### config.mk
export PLATFORM = sky130hd
export DESIGN_NAME = grid_test_pattern_generator_top
export DESIGN_NICKNAME = d
export VERILOG_FILES = /design/src/rtl/core/gtpg_pkg.sv /design/src/rtl/core/grid_test_pattern_generator_top.sv /design/src/rtl/core/gtpg_ctrl.sv /design/src/rtl/core/gtpg_datapath.sv
export SDC_FILE = /design/constraint.sdc
export NUM_CORES = 1
export LEC_CHECK = 0
export ABC_AREA = 1
export ABC_CLOCK_PERIOD_IN_PS = 14300
export BUFFER_PORTS_ARGS = -buffer_cell sky130_fd_sc_hd__buf_2
export CAP_MARGIN = 0
export CORE_ASPECT_RATIO = 0.8
export CORE_MARGIN = 8
export CORE_UTILIZATION = 58
export CTS_CLUSTER_DIAMETER = 60
export CTS_CLUSTER_SIZE = 12
export DETAILED_ROUTE_END_ITERATION = 12
export PLACE_DENSITY = 0.8
export RECOVER_POWER = 100
export SETUP_SLACK_MARGIN = 0.5
export SYNTH_ARGS = -nofsm -noshare
export SYNTH_HDL_FRONTEND = slang
export SYNTH_SLANG_ARGS = --single-unit
### constraint.sdc
create_clock -name clk -period 14.3 [get_ports clk]
set_clock_uncertainty 0.15 [all_clocks]
set_input_delay 3.575 -clock clk [delete_from_list [all_inputs] [get_ports clk]]
set_output_delay 3.575 -clock clk [all_outputs]
set_load 0.1 [all_outputs]
### src/rtl/core/gtpg_pkg.sv
// ----------------------------------------------------------------------------
// gtpg_pkg
// Shared widths, register codes, colour formats and control types of the
// grid test pattern generator.
// ----------------------------------------------------------------------------
`default_nettype none

package gtpg_pkg;

  // Field widths
  localparam int COORD_BITS   = 11;
  localparam int INDEX_BITS   = 8;
  localparam int COLOR_BITS   = 24;
  localparam int CHAN_BITS    = 8;
  localparam int CFG_IDX_BITS = 3;
  localparam int DIV_CNT_BITS = $clog2(COORD_BITS);

  // Channel positions inside a colour word
  localparam int RED_LSB   = 16;
  localparam int GREEN_LSB = 8;

  // Last step of the cell size division
  localparam logic [DIV_CNT_BITS-1:0] DIV_LAST = DIV_CNT_BITS'(COORD_BITS - 1);

  // Register reset values
  localparam logic [COORD_BITS-1:0] HRES_RST  = COORD_BITS'(1024);
  localparam logic [COORD_BITS-1:0] VRES_RST  = COORD_BITS'(768);
  localparam logic [INDEX_BITS-1:0] GRID_RST  = INDEX_BITS'(1);
  localparam logic [INDEX_BITS-1:0] STEP_RST  = INDEX_BITS'(1);

  // Register indexes
  typedef enum logic [CFG_IDX_BITS-1:0] {
    REG_HRES   = 3'd0,
    REG_VRES   = 3'd1,
    REG_GRID   = 3'd2,
    REG_FIRST  = 3'd3,
    REG_STEP   = 3'd4,
    REG_FORMAT = 3'd5
  } cfg_reg_t;

  // Colour formats
  typedef enum logic [1:0] {
    FMT_INDEXED = 2'd0,
    FMT_RGB555  = 2'd1,
    FMT_RGB565  = 2'd2,
    FMT_RGB888  = 2'd3
  } color_fmt_t;

  // Commands from the controller to the datapath
  typedef struct packed {
    logic restart_load;  // clear raster position, load the dividers
    logic div_step;      // one quotient bit of the cell sizes
    logic mul_a;         // first product stage
    logic mul_b;         // index product stage
    logic emit;          // load the output register, advance raster
  } gtpg_cmd_t;

  // Status from the datapath to the controller
  typedef struct packed {
    logic div_last;      // current divider step is the final one
  } gtpg_stat_t;

endpackage

`default_nettype wire

### src/rtl/core/grid_test_pattern_generator_top.sv
// ----------------------------------------------------------------------------
// grid_test_pattern_generator_top
// Raster pattern source: one pixel per item, screen cut into a square grid of
// equal cells, colour stepped per cell in indexed or direct RGB formats.
//
//   channel  dir  handshake              payload
//   in       in   in_valid / in_ready    restart
//   out      out  out_valid / out_ready  pixel_x pixel_y pixel_color
//                                        pixel_drawn frame_last
//   cfg      in   cfg_write              cfg_index cfg_data
//
// An ordinary pixel passes MUL_A, MUL_B and EMIT to reach the output register
// and the input reopens with it, so one item is in flight at a time. A restart
// item first runs the bit-serial divider, which finds both cell sizes one
// quotient bit per cycle. The colour path uses two registered product stages.
// The output register lets the next item in while a pixel waits.
// Synchronous reset loads the register defaults and clears the raster.
// ----------------------------------------------------------------------------
`default_nettype none

module grid_test_pattern_generator_top (
  input  wire logic                              clk,
  input  wire logic                              rst,
  input  wire logic                              in_valid,
  output      logic                              in_ready,
  input  wire logic                              restart,
  output      logic                              out_valid,
  input  wire logic                              out_ready,
  output      logic [gtpg_pkg::COORD_BITS-1:0]   pixel_x,
  output      logic [gtpg_pkg::COORD_BITS-1:0]   pixel_y,
  output      logic [gtpg_pkg::COLOR_BITS-1:0]   pixel_color,
  output      logic                              pixel_drawn,
  output      logic                              frame_last,
  input  wire logic                              cfg_write,
  input  wire logic [gtpg_pkg::CFG_IDX_BITS-1:0] cfg_index,
  input  wire logic [gtpg_pkg::COLOR_BITS-1:0]   cfg_data
);

  gtpg_pkg::gtpg_cmd_t  cmd;
  gtpg_pkg::gtpg_stat_t stat;

  // Sequencer
  gtpg_ctrl u_ctrl (
    .clk       (clk),
    .rst       (rst),
    .in_valid  (in_valid),
    .in_ready  (in_ready),
    .restart   (restart),
    .out_valid (out_valid),
    .out_ready (out_ready),
    .cmd       (cmd),
    .stat      (stat)
  );

  // Counters, divider, colour and output register
  gtpg_datapath u_dp (
    .clk         (clk),
    .rst         (rst),
    .cfg_write   (cfg_write),
    .cfg_index   (cfg_index),
    .cfg_data    (cfg_data),
    .cmd         (cmd),
    .stat        (stat),
    .pixel_x     (pixel_x),
    .pixel_y     (pixel_y),
    .pixel_color (pixel_color),
    .pixel_drawn (pixel_drawn),
    .frame_last  (frame_last)
  );

endmodule

`default_nettype wire

### src/rtl/core/gtpg_ctrl.sv
// ----------------------------------------------------------------------------
// gtpg_ctrl
// Sequencer of the pattern generator: takes one item, runs the divider on a
// restart, steps the two product stages and hands the pixel to the output.
// ----------------------------------------------------------------------------
`default_nettype none

module gtpg_ctrl (
  input  wire logic               clk,
  input  wire logic               rst,
  input  wire logic               in_valid,
  output      logic               in_ready,
  input  wire logic               restart,
  output      logic               out_valid,
  input  wire logic               out_ready,
  output      gtpg_pkg::gtpg_cmd_t cmd,
  input  wire gtpg_pkg::gtpg_stat_t stat
);

  typedef enum logic [2:0] {
    ST_IDLE,
    ST_DIVIDE,
    ST_MUL_A,
    ST_MUL_B,
    ST_EMIT
  } state_t;

  state_t state;
  logic   accept;
  logic   out_free;

  assign accept   = in_valid && in_ready;
  assign out_free = !out_valid || out_ready;

  // Command decode
  always_comb begin
    cmd              = '0;
    cmd.restart_load = accept && restart;
    cmd.div_step     = (state == ST_DIVIDE);
    cmd.mul_a        = (state == ST_MUL_A);
    cmd.mul_b        = (state == ST_MUL_B);
    cmd.emit         = (state == ST_EMIT) && out_free;
  end

  // State and handshake registers
  always_ff @(posedge clk) begin
    if (rst) begin
      state     <= ST_IDLE;
      in_ready  <= 1'b1;
      out_valid <= 1'b0;
    end else begin
      // Output register fills on emit, empties when taken
      if (cmd.emit) begin
        out_valid <= 1'b1;
      end else if (out_ready) begin
        out_valid <= 1'b0;
      end
      unique case (state)
        ST_IDLE: begin
          if (accept) begin
            in_ready <= 1'b0;
            state    <= restart ? ST_DIVIDE : ST_MUL_A;
          end
        end
        ST_DIVIDE: begin
          if (stat.div_last) begin
            state <= ST_MUL_A;
          end
        end
        ST_MUL_A: begin
          state <= ST_MUL_B;
        end
        ST_MUL_B: begin
          state <= ST_EMIT;
        end
        ST_EMIT: begin
          if (out_free) begin
            in_ready  <= 1'b1;
            state     <= ST_IDLE;
          end
        end
        default: begin
          state <= ST_IDLE;
        end
      endcase
    end
  end

endmodule

`default_nettype wire

### src/rtl/core/gtpg_datapath.sv
// ----------------------------------------------------------------------------
// gtpg_datapath
// Registers, raster counters, bit-serial cell size dividers, colour products
// and the output register of the pattern generator.
// ----------------------------------------------------------------------------
`default_nettype none

module gtpg_datapath (
  input  wire logic                                   clk,
  input  wire logic                                   rst,
  input  wire logic                                   cfg_write,
  input  wire logic [gtpg_pkg::CFG_IDX_BITS-1:0]      cfg_index,
  input  wire logic [gtpg_pkg::COLOR_BITS-1:0]        cfg_data,
  input  wire gtpg_pkg::gtpg_cmd_t                    cmd,
  output      gtpg_pkg::gtpg_stat_t                   stat,
  output      logic [gtpg_pkg::COORD_BITS-1:0]        pixel_x,
  output      logic [gtpg_pkg::COORD_BITS-1:0]        pixel_y,
  output      logic [gtpg_pkg::COLOR_BITS-1:0]        pixel_color,
  output      logic                                   pixel_drawn,
  output      logic                                   frame_last
);

  localparam int CB = gtpg_pkg::COORD_BITS;
  localparam int IB = gtpg_pkg::INDEX_BITS;
  localparam int KB = gtpg_pkg::CHAN_BITS;

  // Configuration registers
  logic [CB-1:0]                    hres;
  logic [CB-1:0]                    vres;
  logic [IB-1:0]                    grid_n;
  logic [gtpg_pkg::COLOR_BITS-1:0]  first_color;
  logic [IB-1:0]                    step;
  gtpg_pkg::color_fmt_t             fmt;

  // Raster state
  logic [CB-1:0] col_pos;
  logic [CB-1:0] line_pos;
  logic [IB-1:0] grid_col;
  logic [IB-1:0] grid_row;
  logic [CB-1:0] off_x;
  logic [CB-1:0] off_y;
  logic [CB-1:0] cell_w;
  logic [CB-1:0] cell_h;

  // Divider state
  logic [IB-1:0]                     rem_w;
  logic [IB-1:0]                     rem_h;
  logic [CB-1:0]                     quo_w;
  logic [CB-1:0]                     quo_h;
  logic [gtpg_pkg::DIV_CNT_BITS-1:0] div_cnt;

  // Product registers
  logic [KB-1:0] p_rown;
  logic [KB-1:0] p_col;
  logic [KB-1:0] p_row;
  logic [KB-1:0] p_sum;
  logic [KB-1:0] p_idx;
  logic          drawn;

  // Configuration writes
  always_ff @(posedge clk) begin
    if (rst) begin
      hres        <= gtpg_pkg::HRES_RST;
      vres        <= gtpg_pkg::VRES_RST;
      grid_n      <= gtpg_pkg::GRID_RST;
      first_color <= '0;
      step        <= gtpg_pkg::STEP_RST;
      fmt         <= gtpg_pkg::FMT_INDEXED;
    end else if (cfg_write) begin
      unique case (gtpg_pkg::cfg_reg_t'(cfg_index))
        gtpg_pkg::REG_HRES:   hres        <= cfg_data[CB-1:0];
        gtpg_pkg::REG_VRES:   vres        <= cfg_data[CB-1:0];
        gtpg_pkg::REG_GRID:   grid_n      <= cfg_data[IB-1:0];
        gtpg_pkg::REG_FIRST:  first_color <= cfg_data;
        gtpg_pkg::REG_STEP:   step        <= cfg_data[IB-1:0];
        gtpg_pkg::REG_FORMAT: fmt         <= gtpg_pkg::color_fmt_t'(cfg_data[1:0]);
        default: ;
      endcase
    end
  end

  // Restoring divider step, one quotient bit per cycle for each axis
  logic [IB:0]   shl_w, shl_h;
  logic          ge_w, ge_h;
  logic [IB-1:0] rem_w_next, rem_h_next;
  logic [CB-1:0] quo_w_next, quo_h_next;

  always_comb begin
    shl_w      = {rem_w, quo_w[CB-1]};
    shl_h      = {rem_h, quo_h[CB-1]};
    ge_w       = shl_w >= {1'b0, grid_n};
    ge_h       = shl_h >= {1'b0, grid_n};
    rem_w_next = ge_w ? IB'(shl_w - {1'b0, grid_n}) : shl_w[IB-1:0];
    rem_h_next = ge_h ? IB'(shl_h - {1'b0, grid_n}) : shl_h[IB-1:0];
    quo_w_next = {quo_w[CB-2:0], ge_w};
    quo_h_next = {quo_h[CB-2:0], ge_h};
  end

  assign stat.div_last = (div_cnt == gtpg_pkg::DIV_LAST);

  always_ff @(posedge clk) begin
    if (cmd.restart_load) begin
      rem_w   <= '0;
      rem_h   <= '0;
      quo_w   <= hres;
      quo_h   <= vres;
      div_cnt <= '0;
    end else if (cmd.div_step) begin
      rem_w   <= rem_w_next;
      rem_h   <= rem_h_next;
      quo_w   <= quo_w_next;
      quo_h   <= quo_h_next;
      div_cnt <= div_cnt + 1'b1;
    end
  end

  // Products, low byte only: every colour result wraps at eight bits or less
  logic [KB-1:0] m_rown, m_col, m_row, m_sum, m_idx;
  logic [KB-1:0] sum_cr, idx_base;

  assign sum_cr   = KB'(grid_col + grid_row);
  assign idx_base = KB'(p_rown + grid_col);
  assign m_rown   = grid_row * grid_n;
  assign m_col    = grid_col * step;
  assign m_row    = grid_row * step;
  assign m_sum    = sum_cr * step;
  assign m_idx    = idx_base * step;

  always_ff @(posedge clk) begin
    if (cmd.mul_a) begin
      p_rown <= m_rown;
      p_col  <= m_col;
      p_row  <= m_row;
      p_sum  <= m_sum;
      drawn  <= (cell_w != '0) && (cell_h != '0) && (grid_col < grid_n) && (grid_row < grid_n);
    end
    if (cmd.mul_b) begin
      p_idx <= m_idx;
    end
  end

  // Colour assembly
  logic [KB-1:0]                   red8, green8, blue8, index8;
  logic [KB-1:0]                   rmask, gmask, bmask;
  logic [gtpg_pkg::COLOR_BITS-1:0] color;

  always_comb begin
    red8   = KB'(first_color[gtpg_pkg::RED_LSB +: KB] + p_col);
    green8 = KB'(first_color[gtpg_pkg::GREEN_LSB +: KB] + p_row);
    blue8  = KB'(first_color[KB-1:0] + p_sum);
    index8 = KB'(first_color[KB-1:0] + p_idx);
    case (fmt)
      gtpg_pkg::FMT_RGB555: begin
        rmask = 8'h1F; gmask = 8'h1F; bmask = 8'h1F;
      end
      gtpg_pkg::FMT_RGB565: begin
        rmask = 8'h1F; gmask = 8'h3F; bmask = 8'h1F;
      end
      default: begin
        rmask = 8'hFF; gmask = 8'hFF; bmask = 8'hFF;
      end
    endcase
    if (fmt == gtpg_pkg::FMT_INDEXED) begin
      color = {{(gtpg_pkg::COLOR_BITS-IB){1'b0}}, index8[IB-1:0]};
    end else begin
      color = {red8 & rmask, green8 & gmask, blue8 & bmask};
    end
  end

  // Line and frame ends, cell stepping
  logic [CB-1:0] last_x, last_y;
  logic          end_line, end_frame;
  logic          wrap_x, wrap_y;

  always_comb begin
    last_x    = (hres == '0) ? '0 : CB'(hres - 1'b1);
    last_y    = (vres == '0) ? '0 : CB'(vres - 1'b1);
    end_line  = col_pos >= last_x;
    end_frame = end_line && (line_pos >= last_y);
    wrap_x    = ({1'b0, off_x} + 1'b1) >= {1'b0, cell_w};
    wrap_y    = ({1'b0, off_y} + 1'b1) >= {1'b0, cell_h};
  end

  // Raster position and cell sizes
  always_ff @(posedge clk) begin
    if (rst) begin
      col_pos  <= '0;
      line_pos <= '0;
      grid_col <= '0;
      grid_row <= '0;
      off_x    <= '0;
      off_y    <= '0;
      cell_w   <= '0;
      cell_h   <= '0;
    end else if (cmd.restart_load) begin
      col_pos  <= '0;
      line_pos <= '0;
      grid_col <= '0;
      grid_row <= '0;
      off_x    <= '0;
      off_y    <= '0;
    end else if (cmd.div_step) begin
      if (stat.div_last) begin
        cell_w <= (grid_n == '0) ? '0 : quo_w_next;
        cell_h <= (grid_n == '0) ? '0 : quo_h_next;
      end
    end else if (cmd.emit) begin
      if (!end_line) begin
        col_pos <= col_pos + 1'b1;
        if (cell_w == '0) begin
          off_x <= '0;
        end else if (wrap_x) begin
          off_x <= '0;
          if (grid_col != '1) grid_col <= grid_col + 1'b1;
        end else begin
          off_x <= off_x + 1'b1;
        end
      end else begin
        col_pos  <= '0;
        grid_col <= '0;
        off_x    <= '0;
        if (end_frame) begin
          line_pos <= '0;
          grid_row <= '0;
          off_y    <= '0;
        end else begin
          line_pos <= line_pos + 1'b1;
          if (cell_h == '0) begin
            off_y <= '0;
          end else if (wrap_y) begin
            off_y <= '0;
            if (grid_row != '1) grid_row <= grid_row + 1'b1;
          end else begin
            off_y <= off_y + 1'b1;
          end
        end
      end
    end
  end

  // Output register
  always_ff @(posedge clk) begin
    if (cmd.emit) begin
      pixel_x     <= col_pos;
      pixel_y     <= line_pos;
      pixel_color <= drawn ? color : '0;
      pixel_drawn <= drawn;
      frame_last  <= end_frame;
    end
  end

endmodule

`default_nettype wire

* Yosys cells after proc, flatten, opt, wreduce, memory -nomap -nowiden *
Index checks and enable logic that the tools add are counted.

storage, ports and cells
  register bits after elaboration = 282
  bits in latches = 0
  RAM bits = 0
  memory bits (read-only) = 0
  bits of input ports = 33
  output and inout port bits = 50
  word-level logic and storage cells = 172
  memories = 0

cells by class
  add/subtract/negate cells = 19
  $mul = 5
  div/mod/pow operators = 0
  order comparisons = 8
  equality and inequality tests = 19
  shift operators = 0
  multiplexer cells = 39
  bitwise logic cells = 6
  reduce and logical (&&, ||, !) cells = 42

operator list
  cell                     count
  $mux W11                 16
  $mux W8                  12
  $add A8 B8 Y8            6
  $add A11 B1 Y11 const B  4
  $logic_not A11 Y1        4
  $mul A8 B8 Y8            5
  $add A11 B1 Y12 const B  2
  $and A8 B8 Y8            3
  $ge A12 B11 Y1           2
  $ge A11 B11 Y1           2
  $reduce_bool A11 Y1      2
  $sub A11 B1 Y11 const B  2
  $ge A9 B8 Y1             2
  $add A8 B1 Y8 const B    2
  $lt A8 B8 Y1             2
  $ne A8 B8 Y1 const B     2
  $pmux W8 S2              1
  $sub A8 B8 Y8            2
  $pmux W3 S5              1
  $reduce_and A2 Y1        7
  $reduce_bool A2 Y1       7
  $eq A3 B2 Y1 const B     4
  $reduce_and A3 Y1        4
  $ne A2 B1 Y1 const B     5
  other kinds (20)         39

* Depth between registers and ports, before layout *
Gate-level depths: netlist of the first run.

  depth in word-level cells = 6
  mapped depth = 29
  mapped depth without buffers = 28

* Cells and area by module *
From an unflattened synthesis of the first run, not the netlist that was laid out.

second synthesis, totals
  cell total of the unflattened synthesis = 2566
  area, all modules = 20089.3 um2

by module, submodules not included
  module         times used  cells an instance  area each (um2)  seq. area each (um2)
  gtpg_datapath  1           2525               19801.5          6656.4
  gtpg_ctrl      1           41                 287.8            100.1

* Worst setup path after synthesis of the first run *
OpenSTA, ideal clock, no wires.

  path type = input-to-reg
  from = input port restart
  to = register u_dp.quo_h[0] (enable)
  setup time = 0.382 ns
  arrival time = 4.748 ns
  data required time = 13.768 ns
  slack = 9.020 ns
  stages on the path = 5
  buffers on the path = 1
  cells stage by stage = inv_2 > nor3_2 > inv_2 > clkbuf_1 > nand2_1

between the ends
  cells in the longest elaborated chain, start to end = 2

RTL lines
  item                          RTL line                               text
  start: declaration            grid_test_pattern_generator_top.sv:26  input wire logic restart,
  $logic_and A1 B1 Y1           gtpg_ctrl.sv:38                        cmd.restart_load = accept && restart;
  $reduce_bool A2 Y1 (no line)  --
  end signal: assignment        gtpg_datapath.sv:106                   quo_h <= vres;
  end signal: assignment        gtpg_datapath.sv:112                   quo_h <= quo_h_next;
  end: declaration              gtpg_datapath.sv:49                    logic [CB-1:0] quo_h;

Every way passes these cells.
A chain may end at the register's enable or synchronous reset.

==> impl_metrics.tcl, run 1 <==
set metrics [dict create \
    cts_tree "built" \
    worstPathArrival_ns 8.75 \
    path_max_fanout 54 \
    grt_pass1_wl_um 85900 \
    worst_setup_path_end_kind "register" \
    cts-root-buf "clkbuf_16" \
    synthTopCellsByArea "dfxtp_1 17%, edfxtp_1 16%, ha_1 13%" \
    p_per_area_nw_per_um2 103 \
    syn_area_um2 20500 \
    power_leakage_nw 10.6 \
    path_class "in -> reg" \
    dr.pass1.iters 6 \
    synth_top_family_by_area "simple AND/OR/NAND/NOR gates" \
    core_um2 34800 \
    placed_area_um2 21300 \
    antenna_left 0 \
    place_congestion 0.916 \
    synth-simple-area-share 0.219 \
    synth_fp_nets 2941 \
    vias 17700 \
    die_area_um2 41700 \
    synth-compound-area-share 0.108 \
    fin_tns_setup_ns 0 \
    setup_viol 0 \
    grt_setup_unrepaired "no" \
    cts_buffers 30 \
    yosys_most_used_dff "dfxtp_1" \
    wl_per_cell_um 16.6 \
    cts.sinks 282 \
    fillCellCount 2926 \
    holdPathStages 2 \
    min_from "u_dp.cell_h[6]" \
    synthTopCellsByCount "539 x nand2_1, 419 x inv_1, 211 x ha_1" \
    fmax_mhz 119 \
    pre_cts_ws_ns 8.19 \
    die_w_um 226 \
    post-cts-setup-buffer-count 0 \
    clk_latency_ns 0.59 \
    nets 2992 \
    synthAdderAreaFrac 0.195 \
    routed_wl_um 52700 \
    worst_pin_slew_ns 3.08 \
    die_h_um 184 \
    r2r-start "u_dp.grid_row[0]" \
    status "complete, but fails checks" \
    grt_max_degree 66 \
    hold_violations 0 \
    setup_ws_ns 5.89 \
    via_per_inst 5.56 \
    drtIter0Drc 1771 \
    dp_hpwl_um 39600 \
    ys_seq_area_frac 0.329 \
    grt_pass1_vias 17200 \
    layout-drive-gt1-share 0.0551 \
    h-tree-depth 1 \
    antenna_found_initial 2 \
    synthXorXnorAreaFrac 0.0520 \
    yosysMostFrequentCell "nand2_1" \
    synth-seq-cells 282 \
    fin_util 0.634 \
    synthArstFlopShare 0 \
    crit_path_start_kind "primary input" \
    reg2reg_setup_slack_ns 8.23 \
    period_needed_ns 8.41 \
    crit_required_ns 14.65 \
    io_buffers 82 \
    grt_usage 0.251 \
    synth_cells 2629 \
    violations "max-capacitance violations, max-slew violations" \
    overflow 0 \
    final_area_um2 22100 \
    ir_drop_mv 0.129 \
    synthToLayoutAreaGrowth_pct 7.43 \
    synth.top_cell.area_share 0.167 \
    hold_buffers 0 \
    post-route-drc-count 0 \
    top_level_ports 83 \
    drv_slew 236 \
    cts.clk_slew.worst_paths_ns 0.06 \
    min_to "u_dp.cell_h[6]" \
    syn_area_per_cell_um2 7.81 \
    synth_edf_count 111 \
    netlist-cell-type-count 55 \
    clock_path_buffers 3 \
    initial_core_util 0.590 \
    relSlewSlack -1.05 \
    r2r-end "u_dp.p_sum[7]" \
    yosysTopAreaCell "dfxtp_1" \
    yosys_warnings 0 \
    holdCritPathClass "reg -> reg" \
    min_period_over_period 0.588 \
    cts_resized 0 \
    maxCapViolCount 5 \
    muxShareOfSynthArea 0 \
    rows 61 \
    rr_worst_depth 23 \
]
[state kept, by name (all words and copies together), names as in the netlist, 11 cells and up]
name              count
u_dp.pixel_y         11
u_dp.hres            11
u_dp.quo_h           11
u_dp.col_pos         11
u_dp.vres            11
u_dp.line_pos        11
u_dp.off_x           11
u_dp.cell_h          11
u_dp.quo_w           11
u_dp.pixel_x         11
u_dp.pixel_color     24
u_dp.cell_w          11
u_dp.off_y           11
u_dp.first_color     24
[area by class of cell]
cell class	instances	area [um2]	area share
clock buffer	48	860	0.0390
clock inverter	6	73.8	0.00335
inverter	445	1670	0.0757
sequential	282	6760	0.306
antenna	4	10.0	0.000454
timing repair buffer	94	417	0.0189
tap	472	591	0.0268
multi-input combinational	1827	11700	0.530
[power by group]
part           switching (mW)  internal, mW  leakage [nW]
Clock                   0.332         0.415         0.446
Sequential             0.0572         0.935          2.42
Combinational           0.367         0.161          7.74
[worst max-delay path: stages]
cell      delay, ns
buf_2          0.07
nor2_1         0.10
nor2_8         0.13
clkbuf_1       2.18
nand2_1        1.22
nor3_1         1.05
nand2_1        0.22
o22ai_1        0.19
[stage by stage]
| stage | std cells | power [mW] | hold WS, ns |
|---|---|---|---|
| after global routing | 3174 | 2.38 | 0.345 |
| after detailed placement | 3120 | 1.52 | 0.314 |
| after CTS | 3174 | 2.27 | 0.324 |
| after floorplan | 2629 | 1.38 | 0.295 |
| final | 3178 | 2.27 | 0.325 |
| after global placement | 3120 | 1.50 | 0.304 |
[worst max-delay path by stage]
stage / startpoint / to / slack (ns) / depth (start not counted)
2_1_floorplan: restart / u_dp.quo_h[0] / 9.02 / 5
3_3_place_gp: in_valid / u_dp.cell_h[8] / 8.26 / 8
3_5_place_dp: in_valid / u_dp.cell_w[7] / 8.19 / 8
4_1_cts: u_dp.grid_col[0] / u_dp.p_idx[7] / 8.70 / 22
5_1_grt: out_ready / u_dp.off_y[4] / 5.59 / 8
6_report: out_ready / u_dp.off_y[4] / 5.89 / 8
[layout by cell type, fill, tap and decap left out, types with 4 or more instances in the layout]
cell type / Yosys / final
inv_2: 25 / 20
nand2_1: 539 / 547
or2_0: 4 / 4
nand3_1: 153 / 153
diode_2: 0 / 4
buf_2: 14 / 30
a211oi_1: 4 / 4
xnor2_1: 42 / 42
fa_1: 68 / 68
o21ai_1: 16 / 8
o21bai_1: 5 / 5
dfxtp_1: 171 / 171
xor2_1: 80 / 80
clkbuf_16: 0 / 31
o211ai_1: 18 / 18
nand4_1: 30 / 31
nor2_2: 9 / 9
or2_2: 13 / 13
o21ai_0: 137 / 145
nor3_1: 25 / 26
a21oi_2: 11 / 5
nand3_2: 9 / 9
buf_4: 3 / 7
edfxtp_1: 111 / 111
a21oi_1: 189 / 196
nand3b_1: 8 / 8
inv_1: 419 / 421
clkinv_1: 1 / 4
nor4_1: 7 / 7
a31oi_1: 5 / 5
ha_1: 211 / 211
nor2_1: 198 / 199
clkbuf_1: 53 / 72
[cell families (layout without fill, tap and decap cells)]
group                      count (synthesis)  after routing
and+or+nand+nor                         1022           1022
buffers and inverters                    520            593
AOI/OAI and AO/OA                        404            404
DFF                                      282            282
adders and majority gates                279            279
xor gates and xnor gates                 122            122
other                                      0              4
[routing by layer]
layer,vias to the layer above,wire length [um],global-route usage
li1,8610,-,-
met1,8226,23300,0.346
met2,728,23400,0.406
met3,102,4540,0.0381
met4,0,1450,0.0735
met5,-,0,0
No activity file was read; power rests on OpenSTA's default activity.
==> inputs of run 2 (changes only) <==
- ABC_CLOCK_PERIOD_IN_PS: 14300 -> 8700
- clock period: 14.3 -> 8.7 ns (I/O delays scaled with it)
==> run 2 against run 1 <==
  * The flow still finishes with violations (max-capacitance violations, max-slew violations)
  * Via count grew 0.13%
  * First-iteration DRC count rose by 12%
  * Worst setup slack got worse by 3.9 ns
  * Largest cell class unchanged
  * Largest power group unchanged
==> impl_metrics.tcl, run 2 (synthesis gave the netlist of run 1 again) <==
set metrics [dict create \
    cp_common_cell "inv_2" \
    io_buffers 82 \
    cp-startpoint "in_valid" \
    hold_buffers 0 \
    post-route-drc-count 0 \
    dr.pass1.iters 6 \
    crit_path_top_delay_cell "clkbuf_1" \
    setup_viol 0 \
    crit_path_start_kind "primary input" \
    place_congestion 0.920 \
    fmax_mhz 149 \
    antenna_found_initial 0 \
    relSlewSlack -1.11 \
    violations "max-capacitance violations, max-slew violations" \
    cpPeakStageDelay_ns 1.74 \
    vias 17700 \
    worst_pin_slew_ns 3.17 \
    die_area_um2 41700 \
    rows 61 \
    path_max_fanout 59 \
    cp_cell_sequence "buf_2, inv_1, nor3_1, inv_2, clkbuf_1, nand2_1, inv_2, nand2_2, nor3b_1" \
    crit_required_ns 9.05 \
    grt_usage 0.251 \
    fin_tns_setup_ns 0 \
    overflow 0 \
    crit_family "buffers and inverters" \
    initial_core_util 0.590 \
    diodes 0 \
    core_um2 34800 \
    power_leakage_nw 10.6 \
    final_cell_mix "541 x nand2_1, 418 x inv_1, 211 x ha_1, 199 x nor2_1, 197 x a21oi_1" \
    dp_hpwl_um 39200 \
    drtIter0Drc 1989 \
    maxCapViolCount 6 \
    worst_setup_path_end_kind "register" \
    period_needed_ns 6.73 \
    cts_resized 0 \
    r2r-start "u_dp.grid_col[0]" \
    min_period_over_period 0.774 \
    p_per_area_nw_per_um2 170 \
    place_inst 3123 \
    via_per_inst 5.57 \
    status "complete, but fails checks" \
    post-cts-setup-buffer-count 0 \
    die_h_um 184 \
    routed_wl_um 52900 \
    cts-root-buf "clkbuf_16" \
    synthToLayoutAreaGrowth_pct 7.60 \
    grt_setup_unrepaired "no" \
    cts_buffers 30 \
    die_w_um 226 \
    ir_drop_mv 0.293 \
    h-tree-depth 1 \
    grt_pass1_wl_um 85700 \
    cts_tree "built" \
    antenna_left 0 \
    cts.clk_slew.worst_paths_ns 0.06 \
    grt_max_degree 66 \
    cts.sinks 282 \
    nets 2995 \
    layout-drive-gt1-share 0.0592 \
    worstPathArrival_ns 7.08 \
    fin_cells 3176 \
    critPathBufInv 5 \
    clock_path_buffers 3 \
    top_level_ports 83 \
    grt_pass1_vias 17100 \
    holdCritPathClass "reg -> reg" \
    wl_per_cell_um 16.7 \
    min_from "u_dp.cell_w[10]" \
    hold_violations 0 \
    layout_commonest_cell "nand2_1" \
    drv_slew 253 \
    clk_latency_ns 0.58 \
    top_regs "u_dp.first_color: 24 flops, u_dp.pixel_color: 24 flops" \
    path_class "in -> reg" \
]
run 2: cell type report:
class	instances	area, um2
multi-input cells	1827	11700
clock inverters	7	77.6
well taps	472	591
clock buffers	46	842
flip-flops and latches	282	6760
fillers	2944	12700
inverters	445	1670
repair buffers	97	435
run 2: metrics by stage:
step / setup WS, ns / utilization / hold WS, ns / total power [mW] / area [um2]
floorplan: 3.58 / - / 0.295 / 2.28 / 20500
global route: 1.64 / 0.635 / 0.339 / 3.93 / 22100
CTS: 3.19 / 0.639 / 0.319 / 3.74 / 22300
global placement: 3.35 / 0.613 / 0.305 / 2.47 / 21300
finish: 1.97 / 0.635 / 0.320 / 3.75 / 22100
detailed placement: 3.21 / 0.613 / 0.308 / 2.51 / 21300
run 2: final timing paths:
kind                            slack [ns]                to  depth (start not counted)
worst min-delay path                  0.32   u_dp.cell_w[10]                          2
worst min register to register        0.32   u_dp.cell_w[10]                          2
worst max register to register        3.14     u_dp.p_idx[7]                         22
worst max-delay path                  1.97  u_dp.col_pos[10]                          9
run 2: metal layers:
metal | vias to the layer above | global-route usage | part of all wire
li1 | 8609 | - | -
met2 | 706 | 0.397 | 0.44
met1 | 8280 | 0.346 | 0.43
met5 | - | 0 | 0
met3 | 94 | 0.0449 | 0.095
met4 | 0 | 0.0782 | 0.027
run 2: report_power, final:
part           total [mW]  switching, mW  leakage (nW)  internal [mW]
registers            1.63         0.0951          2.42           1.54
clock network        1.25          0.557         0.447          0.696
logic               0.871          0.605          7.78          0.265
total                3.75           1.26          10.6           2.50
run 2: worst min-delay path, cell delays in order (launching register included):
cell and delay (ns):
dfxtp_1 0.31, nand2_1 0.06, a21oi_1 0.05
==> inputs of run 3 (changes only) <==
- ABC_CLOCK_PERIOD_IN_PS: 8700 -> 5700
- CORE_UTILIZATION: 58 -> 57
- PLACE_DENSITY: 0.8 -> 0.81
- clock period: 8.7 -> 5.7 ns (I/O delays scaled with it)
==> run 3 against run 2 <==
  * The run still ends with max-capacitance violations, max-slew violations left
  * Utilization decreased by 1.1 points
  * Sequential share of layout area decreased by 0.21 points
  * Sequential cell count did not move
  * Combinational power up 53%
  * Count of clock-buffer cells in the layout rose by 4
  * Largest cell class unchanged
  * Largest power group unchanged
==> impl_metrics.tcl, run 3 (synthesis gave the netlist of run 1 again) <==
set metrics [dict create \
    status "complete, but fails checks" \
    violations "max-capacitance violations, max-slew violations" \
    io_buffers 82 \
    final_area_um2 22300 \
    synthToLayoutAreaGrowth_pct 8.42 \
    fin_cells 3202 \
    die_w_um 228 \
    via_per_inst 5.61 \
    overflow 0 \
    clock_path_buffers 3 \
    place_inst 3142 \
    antenna_left 0 \
    clk_latency_ns 0.57 \
    cpPeakStageDelay_ns 0.55 \
    period_needed_ns 5.07 \
    place_congestion 0.911 \
    maxCapViolCount 5 \
    power_leakage_nw 10.7 \
    wl_per_cell_um 17.1 \
    reg2reg_setup_slack_ns 0.63 \
    top_level_ports 83 \
    layout_commonest_cell "nand2_1" \
    grt_setup_unrepaired "no" \
    final-seq-area_um2 6760 \
    r2r-end "u_dp.p_sum[7]" \
    cts.sinks 282 \
    core_um2 35700 \
    setup_viol 0 \
    final_cell_mix "541 x nand2_1, 419 x inv_1, 211 x ha_1, 199 x nor2_1, 191 x a21oi_1" \
    grt_max_degree 66 \
    fin_util 0.624 \
    crit_path_top_delay_cell "fa_1" \
    cts_buffers 31 \
    worst_setup_path_end_kind "register" \
    rr_worst_depth 22 \
    rows 62 \
    relSlewSlack -0.933 \
    hold_violations 0 \
    placed_area_um2 21400 \
    h-tree-depth 1 \
    drv_slew 213 \
    dp_hpwl_um 41200 \
    drtIter0Drc 1830 \
    fillCellCount 3053 \
    worst_pin_slew_ns 2.90 \
    ir_drop_mv 0.195 \
    min_to "u_dp.cell_w[10]" \
    dr.pass1.iters 6 \
    vias 18000 \
    antenna_found_initial 2 \
    r2r-start "u_dp.grid_col[0]" \
    routed_wl_um 54800 \
    grt_pass1_vias 17500 \
    cts-root-buf "clkbuf_16" \
    crit_family "adder cells" \
    holdCritPathClass "reg -> reg" \
    critPathBufInv 5 \
    path_class "reg -> reg" \
    die_h_um 186 \
    path_max_fanout 9 \
    min_from "u_dp.cell_w[10]" \
    die_area_um2 42400 \
    holdPathStages 2 \
    layout-drive-gt1-share 0.0665 \
    initial_core_util 0.575 \
    cts.clk_slew.worst_paths_ns 0.06 \
    post-route-drc-count 0 \
    worstPathArrival_ns 5.23 \
    crit_required_ns 5.87 \
    fmax_mhz 197 \
    multiInputGateArea_um2 11700 \
    nets 3008 \
    p_per_area_nw_per_um2 258 \
    cp_common_cell "nand2_1" \
    min_period_over_period 0.889 \
    fin_tns_setup_ns 0 \
    grt_pass1_wl_um 88200 \
    crit_path_start_kind "register" \
    cp_cell_sequence "ha_1, inv_1, fa_1, inv_2, nand2_1, fa_1, fa_1, inv_1, fa_1, fa_1, ha_1, inv_1, o21bai_1, nand3_1, nand2_1, nand2_1, nand2_1, nand2_1, nand2_1, inv_1, nand3_1, nand2_1" \
    grt_usage 0.252 \
    top_regs "u_dp.first_color: 24 flops, u_dp.pixel_color: 24 flops" \
    cts_tree "built" \
]
-- run 3: changes by cell type in the layout (fill, tap and decap cells not counted), moves of 2 or more --
cell | previous run | this run
a21oi_2 | 3 | 9
buf_4 | 9 | 19
a21oi_1 | 197 | 191
clkbuf_1 | 72 | 75
diode_2 | 0 | 2
dfxtp_1 | 171 | 169
clkbuf_16 | 31 | 33
clkinvlp_4 | 0 | 2
-- run 3: timing repair --
item,4_1_cts,5_1_grt
setup buffers,0,1
endpoints found under the setup margin,2,2
pin swaps,0,2
hold buffers,0,0
resized for setup,1,12
-- run 3: layout make-up --
class | instances | share of cell area
antenna | 2 | 0.000225
multi-input combinational | 1827 | 0.528
inverter | 445 | 0.0750
tap | 480 | 0.0270
sequential | 282 | 0.304
timing repair buffer | 109 | 0.0233
clock inverter | 7 | 0.00242
clock buffer | 50 | 0.0409
-- run 3: where the power goes --
group	switching, mW	internal, mW	leakage, nW
Clock	0.846	1.09	0.462
Combinational	0.921	0.408	7.83
Sequential	0.132	2.34	2.42
Total	1.90	3.84	10.7
-- run 3: tightest hold or removal path, cell delays in order, from the launching register on --
cell and delay (ns):
dfxtp_1 0.31, nand2_1 0.06, a21oi_1 0.06
-- run 3: worst max path at each step --
stage / start / slack (ns) / to / cells after the start
2_1_floorplan: u_dp.grid_row[1] / 0.58 / u_dp.p_sum[7] / 23
3_5_place_dp: u_dp.grid_col[0] / 0.43 / u_dp.p_sum[7] / 22
4_1_cts: u_dp.grid_col[0] / 0.57 / u_dp.p_sum[7] / 22
5_1_grt: u_dp.grid_col[0] / 0.34 / u_dp.p_idx[7] / 24
3_3_place_gp: u_dp.grid_col[0] / 0.59 / u_dp.p_sum[7] / 22
6_report: u_dp.grid_col[0] / 0.63 / u_dp.p_sum[7] / 22
-- run 3: stage by stage --
stage	hold slack, ns	power [mW]	setup slack [ns]
floorplan	0.295	3.47	0.579
CTS	0.322	5.74	0.569
global placement	0.305	3.75	0.591
detailed placement	0.312	3.81	0.431
global route	0.348	6.01	0.343
finish	0.320	5.74	0.635
-- run 3: layer usage --
| metal | up-vias | wire, um | GRT usage |
|---|---|---|---|
| met5 | - | 13 | 0 |
| met2 | 754 | 24400 | 0.414 |
| li1 | 8645 | - | - |
| met4 | 2 | 1690 | 0.0846 |
| met1 | 8442 | 23800 | 0.333 |
| met3 | 127 | 4860 | 0.0492 |
